## config.mk

```make
export PLATFORM = sky130hd
export DESIGN_NAME = imh_ram
export DESIGN_NICKNAME = d
export VERILOG_FILES = /design/src/rtl/imh_ram.sv
export SDC_FILE = /design/constraint.sdc
export NUM_CORES = 1
export LEC_CHECK = 0
export BUFFER_PORTS_ARGS = -buffer_cell sky130_fd_sc_hd__buf_2
export CORE_MARGIN = 10
export CORE_UTILIZATION = 54
export DETAILED_ROUTE_END_ITERATION = 6
export PLACE_DENSITY = 0.82
export SLEW_MARGIN = 20
export SYNTH_ARGS = -nofsm -noshare
export SYNTH_HDL_FRONTEND = slang
export SYNTH_SLANG_ARGS = --single-unit
```

## constraint.sdc

```tcl
create_clock -name clk_i -period 1.9 [get_ports clk_i]
set_input_delay 0.285 -clock clk_i [delete_from_list [all_inputs] [get_ports clk_i]]
set_output_delay 0.285 -clock clk_i [all_outputs]
set_load 0.01 [all_outputs]
```

## src/rtl/imh_ram.sv

```systemverilog
// generic single-write, single-read ram with registered read data
module imh_ram #(
  parameter int WIDTH = 8,
  parameter int DEPTH = 16
) (
  input  logic                     clk_i,
  input  logic                     wr_en_i,
  input  logic [$clog2(DEPTH)-1:0] wr_addr_i,
  input  logic [WIDTH-1:0]         wr_data_i,
  input  logic [$clog2(DEPTH)-1:0] rd_addr_i,
  output logic [WIDTH-1:0]         rd_data_o
);

  logic [WIDTH-1:0] mem_q [DEPTH];
  logic [WIDTH-1:0] rd_data_q;

  always_ff @(posedge clk_i) begin
    if (wr_en_i) begin
      mem_q[wr_addr_i] <= wr_data_i;
    end
    rd_data_q <= mem_q[rd_addr_i];
  end

  assign rd_data_o = rd_data_q;

endmodule

```

==> results.json, run 1 <==
{
  "fp.dieW_um": 117.6,
  "nFillCells": 582,
  "port_buffers": 25,
  "grt_max_degree": 33,
  "drc": 0,
  "utilization_pct": 65.80,
  "crit_type": "flop to flop",
  "core_area_mm2": 0.009240,
  "drt-wirelength-per-cell_um": 23.95,
  "drt_iter0_markers": 222,
  "drv_slew": 0,
  "p_per_area_mw_per_mm2": 1101,
  "async_reset_ff_share_pct": 0,
  "finalClockSkew_ns": 0.007787,
  "fin_setup_tns_ns": 0,
  "final_cell_mix": "128 x edfxtp_1, 25 x buf_2, 19 x buf_4",
  "report.final.hold_viol_count": 0,
  "grt_pass1_wl_mm": 15.83,
  "die_h_um": 117.6,
  "wl_mm": 10.18,
  "status": "finished, final reports clean",
  "ys.flop_type": "edfxtp_1",
  "clk_path_buf_depth": 2,
  "cp_data_required_time_ns": 2.28,
  "multi_input_area_mm2": 0.001057,
  "design.portCount": 26,
  "synth_seq_cells": 136,
  "tightest_slew_ns": 0.3982,
  "worstHoldPathType": "primary input to flop",
  "dp.cells": 394,
  "num_vias": 2472,
  "crit_family": "multiplexers",
  "synth_fp_nets": 247,
  "antenna_cells_inserted": 0,
  "row_count": 35,
  "fin_cells": 425,
  "cts_setup_buffers": 0,
  "maxSlewHeadroom_pct": 73.45,
  "ys_warn_count": 0,
  "dr.pass1.iters": 4,
  "end_kind": "flop",
  "crit_path_max_incr_delay_ns": 0.48,
  "final_common_cell": "edfxtp_1",
  "drive_gt1_share_pct": 31.76,
  "post-route-period-util_pct": 78.57,
  "min_period_ns": 1.493,
  "worst_ir_drop_vdd_mv": 1.069,
  "rsz0062_at_grt": "no",
  "cts_hold_buffers": 0,
  "cp.arrival_ns": 1.87,
  "seq_area_mm2": 0.004004,
  "start_util_pct": 55.71,
  "synth_seq_area_share_pct": 77.78,
  "htree_num_levels": 4,
  "track_usage_pct": 15.33,
  "setup_violations": 0,
  "syn_area_per_cell_um2": 22.48,
  "cpMaxStageDelayCell": "mux4_2",
  "clkSinkCount": 136,
  "viasPerCell": 5.816,
  "path_cells": "mux4_2 -> a22oi_1 -> nand2_1",
  "ys_types": 19,
  "syn2layout_area_growth_pct": 18.11,
  "max-cap-violations": 0,
  "startpoint_type": "flop",
  "cts_tree": "done",
  "grt.overflow.total": 0,
  "clockRootBuffer": "clkbuf_8",
  "synth_area_mm2": 0.005147,
  "clock_latency_ns": 0.51,
  "critPathMaxFanout": 1,
  "cts_buffers": 17,
  "grt_pass1_vias": 2771,
  "antenna_found_initial": 0,
  "synth_edf_count": 128,
  "path_buf_inv": 0,
  "p_leak_nw": 2.074,
  "max_freq_ghz": 0.6699,
  "ant_nets": 0,
  "synthCells": 229,
  "cts_resized": 0,
  "place_congestion": 0.7401,
  "post-dp-hpwl_mm": 6.159,
  "nets": 302,
  "clk_pin_slew_ns": 0.06,
  "die-area_mm2": 0.01384
}
[layout make-up]
class	count	share of cell area (%)
repair buffers	46	5.063
multi-input cells	83	17.39
flip-flops and latches	136	65.86
clock buffers	17	6.812
clock inverters	14	2.223
well taps	129	2.655
[flip-flops by register name, indices dropped and copies added (netlist names)]
name / flops
mem_q: 128
rd_data_o: 8
[where the power goes]
part	internal (mW)	switching, mW
sequential	3.36	0.0243
clock	1.84	1.16
combinational	0.138	0.181
[cell usage after synthesis (2+ instances only)]
cell,count,area (um2)
a22oi_1,16,120.1
buf_2,3,15.01
buf_6,3,33.78
clkdlybuf4s25_2,3,30.03
dfxtp_1,8,160.2
edfxtp_1,128,3844
mux4_1,14,367.9
mux4_2,18,405.4
nand2_1,9,33.78
nand2b_1,2,12.51
nand3b_1,2,15.01
nor2_1,13,48.80
nor3_1,4,20.02
[worst register-to-register path, stage by stage, from the launching register on]
cell and delay, ns:
edfxtp_1 0.39, mux4_2 0.48, a22oi_1 0.38, nand2_1 0.11
[path summary, 6_finish.rpt]
path,from,endpoint,slack (ns),cells after the start
max,mem_q[8][6]$_DFFE_PP_,rd_data_o[6]$_DFF_P_,0.41,3
min,wr_data_i[5],mem_q[12][5]$_DFFE_PP_,0.15,1
max reg2reg,mem_q[8][6]$_DFFE_PP_,rd_data_o[6]$_DFF_P_,0.41,3
min reg2reg,mem_q[15][1]$_DFFE_PP_,rd_data_o[1]$_DFF_P_,0.68,3
[layer usage]
layer | vias to the layer above | routed length (um) | GRT usage, %
met5 | - | 0 | 0
met4 | 0 | 306 | 8.192
met3 | 18 | 736 | 4.221
met2 | 113 | 5229 | 24.44
met1 | 1259 | 3905 | 18.64
li1 | 1082 | - | -
[logic make-up (layout without fill, tap and decap cells)]
logic type | Yosys count | count (layout) | synth area share (%)
multiplexers | 32 | 32 | 15.02
flip-flops | 136 | 136 | 77.78
AND/OR/NAND/NOR | 35 | 35 | 3.184
buffers and inverters | 10 | 77 | 1.677
AO/OA/AOI/OAI | 16 | 16 | 2.334
[stage by stage]
step           setup WS, ns  hold slack (ns)  instance area [um2]  power (mW)
2_1_floorplan        0.1221           0.3839                 5147       3.610
3_3_place_gp         0.1859           0.6521                 5530       3.744
3_5_place_dp         0.1570           0.6704                 5530       3.759
4_1_cts              0.4192           0.1257                 6080       6.744
5_1_grt              0.3217           0.1426                 6080       6.914
6_report             0.4072           0.1452                 6080       6.694
Note: power is estimated with default switching activity, not from simulation.
==> inputs of run 2 (changes only) <==
Settings changed: CORE_UTILIZATION 54 to 57, PLACE_DENSITY 0.82 to 0.83.
Clock period 1.9 ns to 1.4 ns, I/O delays scaled along.
==> run 2 against run 1 <==
Compared with the run above:
- count of clock-buffer cells in the layout rose by 2
- register-to-register slack worse by 0.38 ns
- utilization is 5.3 points higher
- combinational power rose by 47%
- worst hold slack worse by 0.063 ns
- critical path depth stayed put
- flip-flop and latch count stayed put
- setup slack lost 0.38 ns
- sequential share of layout area down 1.6 points
- fmax up 9.0%
- via count up 3.1%
- clock power up 51%
- critical endpoint is now rd_data_o[5]$_DFF_P_
==> results.json, run 2 (same netlist as run 1, synthesis figures left out) <==
{
  "cts_setup_buffers": 0,
  "critPathMaxFanout": 1,
  "row_count": 34,
  "maxSlewHeadroom_pct": 39.25,
  "fp.dieW_um": 115.0,
  "holdPathStages": 1,
  "cp-startpoint": "mem_q[3][5]$_DFFE_PP_",
  "clk_pin_slew_ns": 0.06,
  "rsz0062_at_grt": "no",
  "drt_iter0_markers": 223,
  "drt-wirelength-per-cell_um": 25.90,
  "clock_latency_ns": 0.50,
  "post-route-period-util_pct": 97.79,
  "num_vias": 2549,
  "max-cap-violations": 0,
  "multi_input_area_mm2": 0.001080,
  "finalPower_mw": 9.575,
  "pwr-share-comb_pct": 4.9,
  "nFillCells": 509,
  "grt_pass1_vias": 2685,
  "place_area_mm2": 0.005612,
  "viasPerCell": 6.157,
  "cts_tree": "done",
  "track_usage_pct": 17.10,
  "report.final.hold_viol_count": 0,
  "rr_startpoint": "mem_q[3][5]$_DFFE_PP_",
  "drive_gt1_share_pct": 36.93,
  "status": "finished, final reports clean",
  "cp.arrival_ns": 1.75,
  "core_area_mm2": 0.008763,
  "top_register": "mem_q",
  "dr.pass1.iters": 5,
  "power_switching_mw": 1.888,
  "utilization_pct": 71.09,
  "clockRootBuffer": "clkbuf_8",
  "rrSetupSlack_ns": 0.03,
  "r2r_cells": 3,
  "cp-endpoint": "rd_data_o[5]$_DFF_P_",
  "antenna_cells_inserted": 0,
  "clk_path_buf_depth": 2,
  "antenna_found_initial": 0,
  "grt_pass1_wl_mm": 16.28,
  "cp_data_required_time_ns": 1.78,
  "p_sw_share_pct": 19.72,
  "min_period_ns": 1.369,
  "dp.cells": 382,
  "htree_num_levels": 4,
  "finalClockSkew_ns": 0.006906,
  "cts_buffers": 17,
  "worst_ir_drop_vdd_mv": 0.8811,
  "syn2layout_area_growth_pct": 21.03,
  "post-dp-hpwl_mm": 6.714,
  "nets": 311,
  "p_int_mw": 7.687,
  "start_util_pct": 58.74,
  "worstHoldPathType": "primary input to flop",
  "max_freq_ghz": 0.7304,
  "wl_mm": 10.72,
  "setup_violations": 0,
  "p_leak_nw": 2.156,
  "design.portCount": 26,
  "ant_nets": 0,
  "startpoint_type": "flop",
  "tightest_slew_ns": 0.9079,
  "place_congestion": 0.8102,
  "die-area_mm2": 0.01323,
  "port_buffers": 25,
  "clkSinkCount": 136,
  "die_h_um": 115.0,
  "final_cell_mix": "128 x edfxtp_1, 26 x buf_4, 25 x buf_2",
  "seq_power_share_pct": 47.9,
  "fin_cells": 414,
  "clock_power_share_pct": 47.2,
  "worstReg2RegEnd": "rd_data_o[5]$_DFF_P_",
  "grt.overflow.total": 0,
  "p_per_area_mw_per_mm2": 1537,
  "crit_type": "flop to flop",
  "drv_slew": 0,
  "drc": 0,
  "final_area_mm2": 0.006230,
  "final_common_cell": "edfxtp_1",
  "seq_area_mm2": 0.004004,
  "end_kind": "flop",
  "largest_reg_flops": 128,
  "grt_max_degree": 23,
  "cts_hold_buffers": 0
}
==> run 2: cell types whose count changed in the layout (fill, tap and decap cells not counted), moves of 2 or more <==
cell       change
buf_12         +2
mux4_1         -2
mux4_2         +2
nor3_1         -3
a22oi_2        +3
nor3_2         +3
buf_4          +7
bufinv_16      +2
a22oi_1        -3
clkinv_1       -2
==> run 2: power by group through the flow <==
stage | clock [mW] | combinational (mW) | sequential, mW
after floorplan | 0 | 0.232 | 4.67
after global placement | 0 | 0.439 | 4.66
after detailed placement | 0 | 0.457 | 4.67
after CTS | 4.56 | 0.470 | 4.59
after global routing | 4.75 | 0.502 | 4.59
final | 4.52 | 0.468 | 4.58
==> run 2: cell type report <==
class                           instances  area share, %
Sequential cell                       136          64.27
Multi-Input combinational cell         83          17.33
Clock buffer                           19          6.929
Timing Repair Buffer                   55          6.427
Clock inverter                         13          2.872
Tap cell                              108          2.169
==> run 2: timing repair <==
| item | 4_1_cts | 5_1_grt |
|---|---|---|
| gates cloned | 0 | 0 |
| gates resized for setup | 3 | 2 |
| endpoints found under the setup margin | 2 | 2 |
==> run 2: worst min-delay path by stage <==
stage,slack [ns],end,startpoint
3_3_place_gp,0.57,mem_q[1][3]$_DFFE_PP_,wr_data_i[3]
3_5_place_dp,0.60,mem_q[3][3]$_DFFE_PP_,wr_data_i[3]
2_1_floorplan,0.31,mem_q[0][0]$_DFFE_PP_,wr_data_i[0]
4_1_cts,0.06,mem_q[1][3]$_DFFE_PP_,wr_data_i[3]
6_report,0.08,mem_q[2][3]$_DFFE_PP_,wr_data_i[3]
5_1_grt,0.07,mem_q[3][3]$_DFFE_PP_,wr_data_i[3]
==> run 2: per-layer routing <==
layer / up-vias / GRT usage, % / wire length (um)
met4: 0 / 6.436 / 148
met1: 1325 / 21.66 / 4357
met3: 12 / 4.896 / 764
li1: 1100 / - / -
met5: - / 0 / 0
met2: 112 / 27.52 / 5451
==> run 2: critical path, cell delays in order (launching register included) <==
cell	delay [ns]
edfxtp_1	0.41
mux4_2	0.53
a22oi_2	0.24
nand2_1	0.08
==> run 2: stage by stage <==
| stage | worst slack, ns | hold slack (ns) | TNS (ns) |
|---|---|---|---|
| detailed placement | -0.2385 | 0.5963 | -5.111 |
| CTS | 0.01993 | 0.06454 | 0 |
| floorplan | -0.07615 | 0.3089 | -2.303 |
| global placement | -0.2047 | 0.5748 | -4.243 |
| finish | 0.03092 | 0.08236 | 0 |
| global route | 0.004167 | 0.07177 | 0 |
==> inputs of run 3 (changes only) <==
Settings changed: ABC_AREA set to 1.
==> run 3 against run 2 <==
Compared with the run above:
- the run now ends with DRC left
- clock power down 6.0%
- worst hold slack lost 0.030 ns
- first-iteration DRC count rose by 140%
==> results.json, run 3 <==
{
  "cp.arrival_ns": 1.05,
  "pwr-share-comb_pct": 6.2,
  "path_cells": "buf_2",
  "grt.overflow.total": 0,
  "synth_edf_count": 128,
  "min_from": "rd_addr_i[3]",
  "rsz0062_at_grt": "no",
  "startpoint_type": "flop",
  "die-area_mm2": 0.01454,
  "cpMaxStageDelayCell": "dfxtp_1",
  "design.portCount": 26,
  "p_int_mw": 7.260,
  "p_sw_share_pct": 22.91,
  "status": "complete, but fails checks",
  "synth_seq_cells": 136,
  "cts_buffers": 17,
  "drv_slew": 0,
  "start_util_pct": 58.73,
  "clock_latency_ns": 0.52,
  "cp_data_required_time_ns": 1.19,
  "place_congestion": 0.8736,
  "holdPathStages": 3,
  "rr_startpoint": "mem_q[5][7]$_DFFE_PP_",
  "syn2layout_area_growth_pct": 15.88,
  "top_register": "mem_q",
  "ant_nets": 0,
  "dr.pass1.iters": 7,
  "largest_reg_flops": 128,
  "row_count": 36,
  "utilization_pct": 68.06,
  "final_cell_mix": "173 x nand2_1, 128 x edfxtp_1, 100 x inv_1",
  "yosys.area.top_type_share_pct": 66.65,
  "yosys-top-cells-area": "edfxtp_1 67%, nand2_1 11%, nand3_1 8.4%",
  "clk_path_buf_depth": 2,
  "max-cap-violations": 0,
  "core_area_mm2": 0.009819,
  "synth_fp_nets": 569,
  "yosys.cell_count.top_type": "nand2_1",
  "final_area_mm2": 0.006683,
  "finalClockSkew_ns": 0.005830,
  "yosys-top-cells-count": "173 x nand2_1, 128 x edfxtp_1, 100 x inv_1, 97 x nand3_1, 17 x nor2_1",
  "yosysTopAreaCell": "edfxtp_1",
  "clkSinkCount": 136,
  "num_vias": 4091,
  "wl_mm": 13.46,
  "p_per_area_mw_per_mm2": 1409,
  "violations": "DRC",
  "cts_tree": "done",
  "clk_pin_slew_ns": 0.06,
  "end_kind": "primary output",
  "grt_pass1_vias": 4029,
  "dp.cells": 710,
  "track_usage_pct": 19.02,
  "drive_gt1_share_pct": 13.63,
  "rrSetupSlack_ns": 0.34,
  "min_period_ns": 1.257,
  "clock_power_share_pct": 45.1,
  "crit_family": "flip-flops",
  "crit_path_max_incr_delay_ns": 0.37,
  "post-route-period-util_pct": 89.79,
  "final_common_cell": "nand2_1",
  "antenna_found_initial": 0,
  "worst_ir_drop_vdd_mv": 0.8208,
  "path_buf_inv": 1,
  "tightest_slew_ns": 0.3962,
  "place_area_mm2": 0.006117,
  "synth_seq_area_share_pct": 69.43,
  "syn_area_per_cell_um2": 10.47,
  "cts_hold_buffers": 0,
  "maxSlewHeadroom_pct": 73.59,
  "ys_warn_count": 0,
  "min_to": "rd_data_o[7]$_DFF_P_",
  "drt-wirelength-per-cell_um": 18.14,
  "htree_num_levels": 4,
  "grt_pass1_wl_mm": 21.03,
  "async_reset_ff_share_pct": 0,
  "fin_setup_tns_ns": 0,
  "worstHoldPathType": "primary input to flop",
  "worstReg2RegEnd": "rd_data_o[7]$_DFF_P_",
  "ys_types": 12,
  "nFillCells": 717,
  "synth_area_mm2": 0.005767,
  "nets": 614,
  "ys.flop_type": "edfxtp_1",
  "port_buffers": 25,
  "setup_violations": 0,
  "cts_resized": 0,
  "drt_iter0_markers": 536,
  "die_h_um": 120.6,
  "critPathMaxFanout": 1,
  "clockRootBuffer": "clkbuf_8",
  "post-dp-hpwl_mm": 7.930,
  "r2r_cells": 6,
  "drc": 2,
  "fp.dieW_um": 120.6,
  "synthCells": 551,
  "fin_cells": 742,
  "power_switching_mw": 2.157,
  "report.final.hold_viol_count": 0,
  "grt_max_degree": 65,
  "crit_type": "flop to primary output",
  "p_leak_nw": 2.923,
  "max_freq_ghz": 0.7955,
  "viasPerCell": 5.513,
  "cts_setup_buffers": 0,
  "antenna_cells_inserted": 0,
  "seq_power_share_pct": 48.6
}
## run 3: worst max-delay path by stage
stage                                        end  depth (start not counted)                 start  slack, ns
final                               rd_data_o[5]                          1  rd_data_o[5]$_DFF_P_       0.14
after global routing                rd_data_o[5]                          1  rd_data_o[5]$_DFF_P_       0.12
after CTS                           rd_data_o[3]                          1  rd_data_o[3]$_DFF_P_       0.11
after detailed placement    rd_data_o[3]$_DFF_P_                          7          rd_addr_i[0]       0.13
after global placement      rd_data_o[3]$_DFF_P_                          7          rd_addr_i[0]       0.14
after floorplan           mem_q[10][0]$_DFFE_PP_                          2          wr_addr_i[2]       0.24
## run 3: cell type report
class	instances	area (um2)	area share, %
timing repair buffer	50	350.3	5.242
inverter	102	382.9	5.729
tap	133	166.4	2.490
sequential	136	4004	59.91
multi-input combinational	289	1214	18.16
clock inverter	15	151.4	2.265
clock buffer	17	414.1	6.197
## run 3: layer usage
metal	global-route usage (%)	vias up	share of wire (%)	wire length, um
met1	22.57	1929	38	5078
met2	32.01	255	51	6806
met4	8.220	0	2.9	387
met3	5.026	48	8.8	1184
met5	0	-	0	0
li1	-	1859	-	-
## run 3: cells by family (layout without fill, tap and decap cells)
logic type | count (synthesis) | after routing | synth area share, %
flops | 136 | 136 | 69.43
simple gates | 289 | 289 | 21.05
buf+inv | 126 | 184 | 9.525
## run 3: metrics by stage
stage	hold WS, ns	total power, mW	worst slack (ns)
final	0.05254	9.418	0.1429
after global routing	0.05607	9.683	0.1159
after CTS	0.03426	9.439	0.1147
after detailed placement	0.5856	5.237	0.1266
after global placement	0.5757	5.215	0.1426
after floorplan	0.3089	4.993	0.2392
## run 3: power groups by stage
| stage | registers (mW) | clock network, mW | logic [mW] |
|---|---|---|---|
| finish | 4.58 | 4.25 | 0.588 |
| global route | 4.59 | 4.45 | 0.642 |
| CTS | 4.58 | 4.27 | 0.584 |
| detailed placement | 4.66 | 0 | 0.572 |
| global placement | 4.66 | 0 | 0.553 |
| floorplan | 4.67 | 0 | 0.321 |
